File: config.mk
export PLATFORM = sky130hd
export DESIGN_NAME = rr_srdf_task_scheduler
export DESIGN_NICKNAME = d
export VERILOG_FILES = /design/src/hw/rtl/rrsdf_pkg.sv /design/src/hw/rtl/rrsdf_front.sv /design/src/hw/rtl/rrsdf_back.sv /design/src/hw/rtl/rr_srdf_task_scheduler.sv
export VERILOG_INCLUDE_DIRS = /design/src /design/src/hw/rtl
export SDC_FILE = /design/constraint.sdc
export NUM_CORES = 2
export LEC_CHECK = 0
export BUFFER_PORTS_ARGS = -buffer_cell sky130_fd_sc_hd__buf_2
export CAP_MARGIN = 5
export CORE_ASPECT_RATIO = 1.1
export CORE_MARGIN = 3
export CORE_UTILIZATION = 55
export DETAILED_ROUTE_END_ITERATION = 8
export PLACE_DENSITY = 0.7
export SKIP_CTS_REPAIR_TIMING = 1
export SLEW_MARGIN = 0
export SYNTH_ARGS = -nofsm -noshare
export SYNTH_HDL_FRONTEND = slang
export SYNTH_HIERARCHICAL = 1
export SYNTH_SLANG_ARGS = --single-unit
File: constraint.sdc
create_clock -name i_clk -period 8.61 [get_ports i_clk]
set_input_delay 0.861 -clock i_clk [delete_from_list [all_inputs] [get_ports i_clk]]
set_output_delay 0.861 -clock i_clk [all_outputs]
set_load 0.01 [all_outputs]
File: src/hw/rtl/rr_srdf_task_scheduler_macros.svh
// Assertion macros for the task scheduler.
// Included by the modules that carry concurrent checks.
`ifndef RR_SRDF_TASK_SCHEDULER_MACROS_SVH
`define RR_SRDF_TASK_SCHEDULER_MACROS_SVH
// Implication checked on every clock edge outside reset.
`define RST_ASSERT(lbl, clk, rstn, prop, msg) \
    lbl: assert property (@(posedge clk) disable iff (!rstn) prop) else $error(msg);
// Implication checked on every clock edge, reset included.
`define ALW_ASSERT(lbl, clk, prop, msg) \
    lbl: assert property (@(posedge clk) prop) else $error(msg);
`endif

File: src/hw/rtl/rrsdf_pkg.sv
// Package of the task scheduler: widths, codes and shared types.
// Used by every module of the block; depends on nothing.
`timescale 1ns / 1ps
package rrsdf_pkg;
    localparam int MaxTasks = 16;
    localparam int SlotW = $clog2(MaxTasks);
    localparam int CntW = $clog2(MaxTasks + 1);
    localparam logic [9:0] DistUnknown = 10'd999;

    localparam logic [2:0] M_ADD = 3'd0;
    localparam logic [2:0] M_REMOVE = 3'd1;
    localparam logic [2:0] M_SCHED = 3'd2;
    localparam logic [2:0] M_MOVE = 3'd3;
    localparam logic [2:0] M_LOC = 3'd4;
    localparam logic [2:0] M_BLOCK = 3'd5;
    localparam logic [2:0] M_GRANT = 3'd6;
    localparam logic [2:0] M_UNDEF = 3'd7;

    localparam logic [1:0] K_TURN = 2'd0;
    localparam logic [1:0] K_ACC = 2'd1;
    localparam logic [1:0] K_NF = 2'd2;
    localparam logic [1:0] K_FULL = 2'd3;

    localparam logic CfgAlg = 1'b0;
    localparam logic CfgQuantum = 1'b1;

    typedef struct packed {
        logic [2:0] mode;
        logic [7:0] task_id;
        logic [7:0] pos_x;
        logic [7:0] pos_y;
        logic [7:0] resource_id;
        logic [9:0] start_distance;
    } t_req;

    typedef struct packed {
        logic [7:0] out_task;
        logic [1:0] kind;
        logic [9:0] new_distance;
        logic last;
    } t_res;
endpackage

File: src/hw/rtl/rrsdf_front.sv
// Front part: accepts requests, drops undefined modes, saturates the start
// distance and holds a two-entry queue towards the back part. Uses rrsdf_pkg.
`timescale 1ns / 1ps
`include "rr_srdf_task_scheduler_macros.svh"
module rrsdf_front (
    input  logic             i_clk,
    input  logic             i_rst_n,
    input  logic             i_valid,
    output logic             o_ready,
    input  rrsdf_pkg::t_req  i_req,
    output logic             o_valid,
    input  logic             i_ready,
    output rrsdf_pkg::t_req  o_req
);
    rrsdf_pkg::t_req r_q [2];
    logic r_wp, r_rp;
    logic [1:0] r_cnt;
    rrsdf_pkg::t_req w_in;
    logic w_push, w_pop, w_take;

    always_comb begin
        w_in = i_req;
        if (i_req.start_distance > rrsdf_pkg::DistUnknown) begin
            w_in.start_distance = rrsdf_pkg::DistUnknown;
        end
    end

    assign o_ready = (r_cnt != 2'd2);
    assign w_take = i_valid && o_ready;
    assign w_push = w_take && (i_req.mode != rrsdf_pkg::M_UNDEF);
    assign o_valid = (r_cnt != 2'd0);
    assign w_pop = o_valid && i_ready;
    assign o_req = r_q[r_rp];

    always_ff @(posedge i_clk) begin
        if (w_push) begin
            r_q[r_wp] <= w_in;
        end
        if (!i_rst_n) begin
            r_wp <= 1'b0;
            r_rp <= 1'b0;
            r_cnt <= 2'd0;
        end else begin
            if (w_push) begin
                r_wp <= ~r_wp;
            end
            if (w_pop) begin
                r_rp <= ~r_rp;
            end
            r_cnt <= r_cnt + {1'b0, w_push} - {1'b0, w_pop};
        end
    end

    `RST_ASSERT(a_no_over, i_clk, i_rst_n, (r_cnt == 2'd2) |-> !w_push, "queue overflow")
    `RST_ASSERT(a_cnt_rng, i_clk, i_rst_n, r_cnt != 2'd3, "queue count out of range")
    `RST_ASSERT(a_no_undef, i_clk, i_rst_n, o_valid |-> (o_req.mode != rrsdf_pkg::M_UNDEF), "undefined mode queued")
endmodule

File: src/hw/rtl/rrsdf_back.sv
// Back part: task table, ready queue and event sequencer with a result
// register. Searches and the insertion sort step one entry a cycle. Uses rrsdf_pkg.
`timescale 1ns / 1ps
`include "rr_srdf_task_scheduler_macros.svh"
module rrsdf_back (
    input  logic             i_clk,
    input  logic             i_rst_n,
    input  logic             i_cfg_we,
    input  logic             i_cfg_idx,
    input  logic [7:0]       i_cfg_data,
    input  logic             i_valid,
    output logic             o_ready,
    input  rrsdf_pkg::t_req  i_req,
    output logic             o_valid,
    input  logic             i_ready,
    output rrsdf_pkg::t_res  o_res
);
    localparam int SW = rrsdf_pkg::SlotW;
    localparam int CW = rrsdf_pkg::CntW;
    localparam int N = rrsdf_pkg::MaxTasks;

    typedef enum logic [9:0] {
        S_IDLE = 10'b0000000001,
        S_FIND = 10'b0000000010,
        S_POS  = 10'b0000000100,
        S_EXEC = 10'b0000001000,
        S_DROP = 10'b0000010000,
        S_SORT = 10'b0000100000,
        S_SHFT = 10'b0001000000,
        S_UNK  = 10'b0010000000,
        S_HEAD = 10'b0100000000,
        S_OUT  = 10'b1000000000
    } t_state;

    t_state r_st;
    rrsdf_pkg::t_req r_req;
    logic [7:0] r_ident [N];
    logic [7:0] r_wx [N];
    logic [7:0] r_wy [N];
    logic [9:0] r_dist [N];
    logic [7:0] r_ql [N];
    logic [N-1:0] r_vld, r_blk, r_sch, r_end;
    logic [SW-1:0] r_ord [N];
    logic [CW-1:0] r_rc;
    logic r_alg;
    logic [7:0] r_quant;
    logic [CW-1:0] r_i, r_j;
    logic [SW-1:0] r_slot, r_key;
    logic r_found, r_pfound;
    logic [CW-1:0] r_p;
    logic r_after;
    rrsdf_pkg::t_res r_out;
    logic r_ov;
    logic [SW-1:0] w_i, w_j, w_jm;

    assign w_i = r_i[SW-1:0];
    assign w_j = r_j[SW-1:0];
    assign w_jm = w_j - 1'b1;
    assign o_ready = (r_st == S_IDLE) && !r_ov;
    assign o_valid = r_ov;
    assign o_res = r_out;

    always_ff @(posedge i_clk) begin
        if (!i_rst_n) begin
            r_st <= S_IDLE;
            r_vld <= '0;
            r_blk <= '0;
            r_sch <= '0;
            r_end <= '0;
            r_rc <= '0;
            r_alg <= 1'b0;
            r_quant <= 8'd3;
            r_ov <= 1'b0;
            for (int k = 0; k < N; k++) begin
                r_wx[k] <= '0;
                r_wy[k] <= '0;
                r_ql[k] <= '0;
            end
        end else begin
            if (i_cfg_we) begin
                if (i_cfg_idx == rrsdf_pkg::CfgAlg) begin
                    r_alg <= i_cfg_data[0];
                end else begin
                    r_quant <= i_cfg_data;
                end
            end
            if (r_ov && i_ready) begin
                r_ov <= 1'b0;
            end
            unique case (r_st)
                S_IDLE: begin
                    if (i_valid && !r_ov) begin
                        r_req <= i_req;
                        r_i <= '0;
                        r_found <= 1'b0;
                        r_pfound <= 1'b0;
                        r_slot <= '0;
                        if (i_req.mode == rrsdf_pkg::M_SCHED) begin
                            r_st <= S_HEAD;
                        end else begin
                            r_st <= S_FIND;
                        end
                    end
                end
                S_FIND: begin
                    if (!r_found && r_vld[w_i] && r_ident[w_i] == r_req.task_id) begin
                        r_found <= 1'b1;
                        r_slot <= w_i;
                    end
                    if (r_i == CW'(N - 1)) begin
                        r_i <= '0;
                        r_st <= S_POS;
                    end else begin
                        r_i <= r_i + 1'b1;
                    end
                end
                S_POS: begin
                    if (r_i < r_rc && !r_pfound && r_ord[w_i] == r_slot) begin
                        r_pfound <= 1'b1;
                        r_p <= r_i;
                    end
                    if (r_i >= r_rc) begin
                        r_st <= S_EXEC;
                    end else begin
                        r_i <= r_i + 1'b1;
                    end
                end
                S_EXEC: begin
                    r_out.out_task <= r_req.task_id;
                    r_out.kind <= rrsdf_pkg::K_ACC;
                    r_out.new_distance <= '0;
                    r_out.last <= 1'b1;
                    r_st <= S_OUT;
                    if (r_req.mode == rrsdf_pkg::M_ADD) begin
                        if (!r_found) begin
                            if (&r_vld) begin
                                r_out.kind <= rrsdf_pkg::K_FULL;
                            end else begin
                                for (int k = N - 1; k >= 0; k--) begin
                                    if (!r_vld[k]) begin
                                        r_slot <= SW'(k);
                                    end
                                end
                                r_st <= S_DROP;
                                r_after <= 1'b1;
                            end
                        end
                    end else if (!r_found) begin
                        r_out.kind <= rrsdf_pkg::K_NF;
                    end else begin
                        case (r_req.mode)
                            rrsdf_pkg::M_REMOVE: begin
                                r_vld[r_slot] <= 1'b0;
                                r_blk[r_slot] <= 1'b0;
                                r_sch[r_slot] <= 1'b0;
                                r_end[r_slot] <= 1'b0;
                                r_ql[r_slot] <= '0;
                                if (r_pfound) begin
                                    r_i <= r_p;
                                    r_after <= 1'b0;
                                    r_st <= S_DROP;
                                end
                            end
                            rrsdf_pkg::M_MOVE: begin
                                if (!r_pfound) begin
                                    r_out.kind <= rrsdf_pkg::K_NF;
                                end else begin
                                    r_wx[r_slot] <= r_req.pos_x;
                                    r_wy[r_slot] <= r_req.pos_y;
                                    if (!r_alg && r_ql[r_slot] > 8'd1) begin
                                        r_ql[r_slot] <= r_ql[r_slot] - 8'd1;
                                    end else if (!r_alg || r_ql[r_slot] == 8'd0) begin
                                        r_ql[r_slot] <= '0;
                                        r_end[r_slot] <= 1'b1;
                                    end
                                    r_sch[r_slot] <= 1'b0;
                                end
                            end
                            rrsdf_pkg::M_LOC: begin
                                if (!r_pfound) begin
                                    r_out.kind <= rrsdf_pkg::K_NF;
                                end else begin
                                    r_out.new_distance <= 10'(
                                        ((r_req.pos_x > r_wx[r_slot]) ? r_req.pos_x - r_wx[r_slot]
                                            : r_wx[r_slot] - r_req.pos_x) +
                                        {1'b0, ((r_req.pos_y > r_wy[r_slot])
                                            ? r_req.pos_y - r_wy[r_slot]
                                            : r_wy[r_slot] - r_req.pos_y)});
                                    r_dist[r_slot] <= 10'(
                                        ((r_req.pos_x > r_wx[r_slot]) ? r_req.pos_x - r_wx[r_slot]
                                            : r_wx[r_slot] - r_req.pos_x) +
                                        {1'b0, ((r_req.pos_y > r_wy[r_slot])
                                            ? r_req.pos_y - r_wy[r_slot]
                                            : r_wy[r_slot] - r_req.pos_y)});
                                    r_sch[r_slot] <= 1'b0;
                                end
                            end
                            rrsdf_pkg::M_BLOCK: begin
                                if (!r_pfound) begin
                                    r_out.kind <= rrsdf_pkg::K_NF;
                                end else begin
                                    r_blk[r_slot] <= 1'b1;
                                    r_sch[r_slot] <= 1'b0;
                                    r_end[r_slot] <= 1'b0;
                                    r_ql[r_slot] <= '0;
                                    r_dist[r_slot] <= rrsdf_pkg::DistUnknown;
                                    r_i <= r_p;
                                    r_after <= 1'b0;
                                    r_st <= S_DROP;
                                end
                            end
                            default: begin
                                if (!r_blk[r_slot] || r_pfound) begin
                                    r_out.kind <= rrsdf_pkg::K_NF;
                                end else begin
                                    r_blk[r_slot] <= 1'b0;
                                    if (r_rc < CW'(N)) begin
                                        r_ord[r_rc[SW-1:0]] <= r_slot;
                                        r_rc <= r_rc + 1'b1;
                                    end
                                end
                            end
                        endcase
                    end
                end
                S_DROP: begin
                    if (r_after) begin
                        r_ident[r_slot] <= r_req.task_id;
                        r_wx[r_slot] <= '0;
                        r_wy[r_slot] <= '0;
                        r_dist[r_slot] <= r_req.start_distance;
                        r_ql[r_slot] <= '0;
                        r_vld[r_slot] <= 1'b1;
                        r_blk[r_slot] <= 1'b0;
                        r_sch[r_slot] <= 1'b0;
                        r_end[r_slot] <= 1'b0;
                        if (r_rc < CW'(N)) begin
                            r_ord[r_rc[SW-1:0]] <= r_slot;
                            r_rc <= r_rc + 1'b1;
                        end
                        r_st <= S_OUT;
                    end else if (r_i + 1'b1 < r_rc) begin
                        r_ord[w_i] <= r_ord[SW'(r_i + 1'b1)];
                        r_i <= r_i + 1'b1;
                    end else begin
                        if (r_rc != '0) begin
                            r_rc <= r_rc - 1'b1;
                        end
                        r_st <= S_OUT;
                    end
                end
                S_HEAD: begin
                    if (!r_pfound) begin
                        r_out.new_distance <= '0;
                        r_out.last <= 1'b1;
                        r_out.kind <= rrsdf_pkg::K_TURN;
                        if (r_rc == '0) begin
                            r_out.out_task <= '0;
                            r_out.kind <= rrsdf_pkg::K_NF;
                            r_st <= S_OUT;
                        end else if (r_sch[r_ord[0]]) begin
                            r_st <= S_IDLE;
                        end else if (!r_alg) begin
                            if (r_ql[r_ord[0]] != 8'd0) begin
                                r_sch[r_ord[0]] <= 1'b1;
                                r_out.out_task <= r_ident[r_ord[0]];
                                r_st <= S_OUT;
                            end else if (!r_end[r_ord[0]]) begin
                                r_ql[r_ord[0]] <= r_quant;
                                r_sch[r_ord[0]] <= 1'b1;
                                r_out.out_task <= r_ident[r_ord[0]];
                                r_st <= S_OUT;
                            end else begin
                                r_sch[r_ord[0]] <= 1'b0;
                                r_key <= r_ord[0];
                                r_i <= '0;
                                r_st <= S_SHFT;
                            end
                        end else if (r_ql[r_ord[0]] == 8'd0) begin
                            r_i <= CW'(1);
                            r_j <= CW'(1);
                            r_key <= r_ord[1];
                            r_st <= S_SORT;
                        end else begin
                            r_i <= '0;
                            r_st <= S_UNK;
                        end
                    end
                end
                S_SHFT: begin
                    if (r_i + 1'b1 < r_rc) begin
                        r_ord[w_i] <= r_ord[SW'(r_i + 1'b1)];
                        r_i <= r_i + 1'b1;
                    end else begin
                        r_ord[w_i] <= r_key;
                        r_end[r_ord[0]] <= 1'b0;
                        r_i <= '0;
                        r_found <= 1'b1;
                        r_st <= S_UNK;
                    end
                end
                S_SORT: begin
                    if (r_i >= r_rc || r_i == CW'(N)) begin
                        r_ql[r_ord[0]] <= 8'd1;
                        r_sch[r_ord[0]] <= 1'b1;
                        r_out.out_task <= r_ident[r_ord[0]];
                        r_st <= S_OUT;
                    end else if (r_j != '0 && r_dist[r_key] < r_dist[r_ord[w_jm]]) begin
                        r_ord[w_j] <= r_ord[w_jm];
                        r_j <= r_j - 1'b1;
                    end else begin
                        r_ord[w_j] <= r_key;
                        r_i <= r_i + 1'b1;
                        r_j <= r_i + 1'b1;
                        r_key <= r_ord[SW'(r_i + 1'b1)];
                    end
                end
                S_UNK: begin
                    if (r_found) begin
                        r_ql[r_ord[0]] <= r_quant;
                        r_sch[r_ord[0]] <= 1'b1;
                        r_out.out_task <= r_ident[r_ord[0]];
                        r_st <= S_OUT;
                    end else if (r_i >= r_rc) begin
                        r_sch[r_ord[0]] <= 1'b1;
                        r_out.out_task <= r_ident[r_ord[0]];
                        r_st <= S_OUT;
                    end else if (r_dist[r_ord[w_i]] == rrsdf_pkg::DistUnknown) begin
                        r_out.out_task <= r_ident[r_ord[w_i]];
                        r_out.last <= 1'b0;
                        r_sch[r_ord[0]] <= 1'b1;
                        r_ov <= 1'b1;
                        r_i <= CW'(N);
                        r_st <= S_HEAD;
                        r_slot <= r_ord[0];
                        r_pfound <= 1'b1;
                    end else begin
                        r_i <= r_i + 1'b1;
                    end
                end
                S_OUT: begin
                    if (!r_ov) begin
                        r_ov <= 1'b1;
                        r_st <= S_IDLE;
                    end
                end
                default: r_st <= S_IDLE;
            endcase
            if (r_st == S_HEAD && r_pfound && r_req.mode == rrsdf_pkg::M_SCHED) begin
                if (!r_ov || i_ready) begin
                    r_out.out_task <= r_ident[r_slot];
                    r_out.kind <= rrsdf_pkg::K_TURN;
                    r_out.new_distance <= '0;
                    r_out.last <= 1'b1;
                    r_ov <= 1'b1;
                    r_st <= S_IDLE;
                end else begin
                    r_st <= S_HEAD;
                end
            end
        end
    end

    `RST_ASSERT(a_rc_rng, i_clk, i_rst_n, r_rc <= CW'(N), "ready count above table size")
    `RST_ASSERT(a_idle_out, i_clk, i_rst_n, (r_st == S_OUT && !r_ov) |=> r_ov, "result lost")
    `RST_ASSERT(a_hold, i_clk, i_rst_n, (r_ov && !i_ready) |=> $stable(r_out), "result changed while held")
endmodule

File: src/hw/rtl/rr_srdf_task_scheduler.sv
// Top level of the task scheduler: front queue and back sequencer.
// Depends on rrsdf_pkg, rrsdf_front and rrsdf_back.
// Throughput: one request at a time in the back part, taken only once the previous
// result has been accepted; two requests queue ahead. Reset is synchronous and
// active low; it empties the queues, clears the task flags, positions and quanta, and resets configuration and state.
`timescale 1ns / 1ps
module rr_srdf_task_scheduler (
    input  logic        i_clk,
    input  logic        i_rst_n,
    input  logic        i_cfg_we,
    input  logic        i_cfg_idx,
    input  logic [7:0]  i_cfg_data,
    input  logic        i_valid,
    output logic        o_ready,
    input  logic [2:0]  i_mode,
    input  logic [7:0]  i_task_id,
    input  logic [7:0]  i_pos_x,
    input  logic [7:0]  i_pos_y,
    input  logic [7:0]  i_resource_id,
    input  logic [9:0]  i_start_distance,
    output logic        o_valid,
    input  logic        i_ready,
    output logic [7:0]  o_out_task,
    output logic [1:0]  o_kind,
    output logic [9:0]  o_new_distance,
    output logic        o_last
);
    rrsdf_pkg::t_req w_req, w_qreq;
    rrsdf_pkg::t_res w_res;
    logic w_qv, w_qr;

    assign w_req = '{mode: i_mode, task_id: i_task_id, pos_x: i_pos_x, pos_y: i_pos_y,
                     resource_id: i_resource_id, start_distance: i_start_distance};

    rrsdf_front u_front (
        .i_clk(i_clk), .i_rst_n(i_rst_n), .i_valid(i_valid), .o_ready(o_ready),
        .i_req(w_req), .o_valid(w_qv), .i_ready(w_qr), .o_req(w_qreq)
    );

    rrsdf_back u_back (
        .i_clk(i_clk), .i_rst_n(i_rst_n), .i_cfg_we(i_cfg_we), .i_cfg_idx(i_cfg_idx),
        .i_cfg_data(i_cfg_data), .i_valid(w_qv), .o_ready(w_qr), .i_req(w_qreq),
        .o_valid(o_valid), .i_ready(i_ready), .o_res(w_res)
    );

    assign o_out_task = w_res.out_task;
    assign o_kind = w_res.kind;
    assign o_new_distance = w_res.new_distance;
    assign o_last = w_res.last;
endmodule
==> qor.txt <==
Vias: 33860
die area: 98140 um^2
total wire length: 138.8 mm
Slew @ Worst Pin: 1.314 ns
nets: 3917
core footprint: 93100 um^2
MaxCap Viol Count: 0
Util after Layout: 61.23%
Worst-Skew Late Latency: 0.69 ns
internal power: 0.01298 W
Final WS setup: 1.427 ns
CP endpoint kind: flip-flop
number of port buffers: 73
TritonCTS clock tree: yes
Post-Syn Nets: 3883
pre-CTS setup slack: 1.451 ns
drt pass-1 iters: 8
antenna viol nets, final: 0
final hold vios: 0
CTS sink count: 1000
Slew HR: 12.09%
H-tree levels: 3
CP Data Required Time: 9.01 ns
Root Buffer: clkbuf_16
CP Launch Type: flip-flop
initial antenna violation count: 1
final setup vio count: 0
f_max: 0.1392 GHz
crit share post-route: 83.43%
DRC: 0
GPL Wtd Cong: 0.9303
Synth Warn #: 6
switching pwr: 0.007800 W
Comb power frac: 41.7%
I/O pin count: 82
R2R setup slack: 1.43 ns
PD cells: 364.5 nW/um^2
Mapped Avg Cell Area: 13.85 um^2
CTS clk-pin slew, worst paths: 0.06 ns
mean routed wirelength per cell: 27.09 um
vias per cell: 6.610
setup_tns: 0 ns
RSZ-0062 raised after global routing: no
Worst Hold Path Cells: 1
ratio of cells with drive above 1 in the final layout: 23.13%
commonest non-fill, non-tap cell in the layout: edfxtp_1
R2R depth: 22
most frequent cells in the layout: edfxtp_1 (894), nor2_1 (567), mux4_2 (434)
sequential power share: 37.3%
Clock power frac: 21.0%
Starting Density: 55.77%
Cell Count, Final, Fillers Out: 5122
placed insts: 4927
Starting DRT DRC Count: 3898
worst-case clock buffer depth: 3
Worst IR Drop VDD: 0.9300 mV
Hold Path Class: in2reg
critical setup path kind: reg2reg
Antenna diodes: 0
Mapped Area: 51920 um^2
worst endpoint data arrival time: 7.59 ns
growth of design area from synthesis to finish: 9.788%
TritonCTS buffer count: 103
dpl hpwl: 96.07 mm
first-pass GRT wire length: 210.0 mm
WHS Endpoint: u_front/r_q[1][41]
R2R Path End: u_back/r_dist[5][8]
Cells after Synth: 3749
crit-path max FO: 37
grt ovf: 0
total track usage: 28.32%
run status: complete, no violations
number of global-route vias before repair: 33580
leakage power: 19.26 nW
max-slew violations: 0
largest net degree at the start of global routing: 71
num rows: 117
Die X: 299.0 um
die height: 328.3 um
hold wc startpoint: i_task_id[7]
Switching Share: 37.53%
Clock Skew: 0.03683 ns
post-route minimum period: 7.183 ns
## power by group through the flow
stage          clock network [W]  registers, W  logic (W)
3_5_place_dp                   0       0.00781    0.00858
6_report                 0.00436       0.00775    0.00867
4_1_cts                  0.00442       0.00772    0.00864
5_1_grt                  0.00464       0.00766    0.00921
2_1_floorplan                  0       0.00795    0.00618
3_3_place_gp                   0       0.00788    0.00846
## metrics by stage
stage / area (um^2) / power, W / hold WS (ns)
finish: 57010 / 0.02078 / 0.3579
global route: 57010 / 0.02151 / 0.3376
CTS: 57010 / 0.02078 / 0.3182
detailed placement: 53710 / 0.01640 / 0.4574
global placement: 53700 / 0.01635 / 0.4490
floorplan: 51920 / 0.01414 / 0.4318
## cell type report
class / instances / area [um^2]
clock inverters: 65 / 580.6
repair buffers: 184 / 1220
clock buffers: 130 / 2720
flip-flops and latches: 1000 / 28990
inverters: 100 / 376.6
well taps: 1249 / 1563
multi-input cells: 2394 / 21560
fillers: 7042 / 36100
## worst max-delay path by stage
stage | from | endpoint | slack, ns
final | flip-flop | u_back/r_dist[5][8] | 1.43
after global routing | flip-flop | u_back/r_dist[5][8] | 0.83
after CTS | flip-flop | u_back/r_dist[5][8] | 1.40
after detailed placement | flip-flop | u_back/r_dist[5][8] | 1.45
after global placement | flip-flop | u_back/r_dist[4][8] | 1.58
after floorplan | flip-flop | u_back/r_dist[0][9] | 0.74
## metal layers
layer | track usage, % | vias up | part of all wire (%)
li1 | - | 14580 | -
met1 | 37.24 | 17180 | 38
met2 | 46.82 | 1751 | 49
met3 | 5.188 | 346 | 8.8
met4 | 11.97 | 0 | 4.4
met5 | 0 | - | 0
## critical path, stage by stage (launching register included)
cell and delay (ns):
dfxtp_4 0.84, mux4_2 0.63, mux4_2 0.56, ha_1 0.34, nor2b_1 0.15, o21ai_0 0.27, a21boi_0 0.13, o21ai_0 0.22
a21oi_1 0.10, o21a_1 0.18, o31ai_2 0.52, mux2i_1 0.18, xnor2_1 0.34, ha_1 0.33, nor2b_1 0.14, o21ai_0 0.16
nand2b_1 0.11, a21o_1 0.19, a21o_1 0.20, a21o_1 0.18, a21oi_1 0.37, or4_1 0.17, and3_1 0.56
## state kept, by name, indices dropped and copies added (netlist names), 5 cells and up, named ones only
signal and cells:
u_back/r_quant 8, u_back/r_p 5, u_front/r_q 74, u_back/r_i 5, u_back/r_wy 128, u_back/r_dist 160
u_back/r_sch 16, u_back/r_ord 64, u_back/o_res 21, u_back/r_j 5, u_back/r_req 37, u_back/r_ql 128
u_back/r_rc 5, u_back/r_ident 128, u_back/r_st 10, u_back/r_wx 128
No activity file was read; power rests on OpenSTA's default activity.
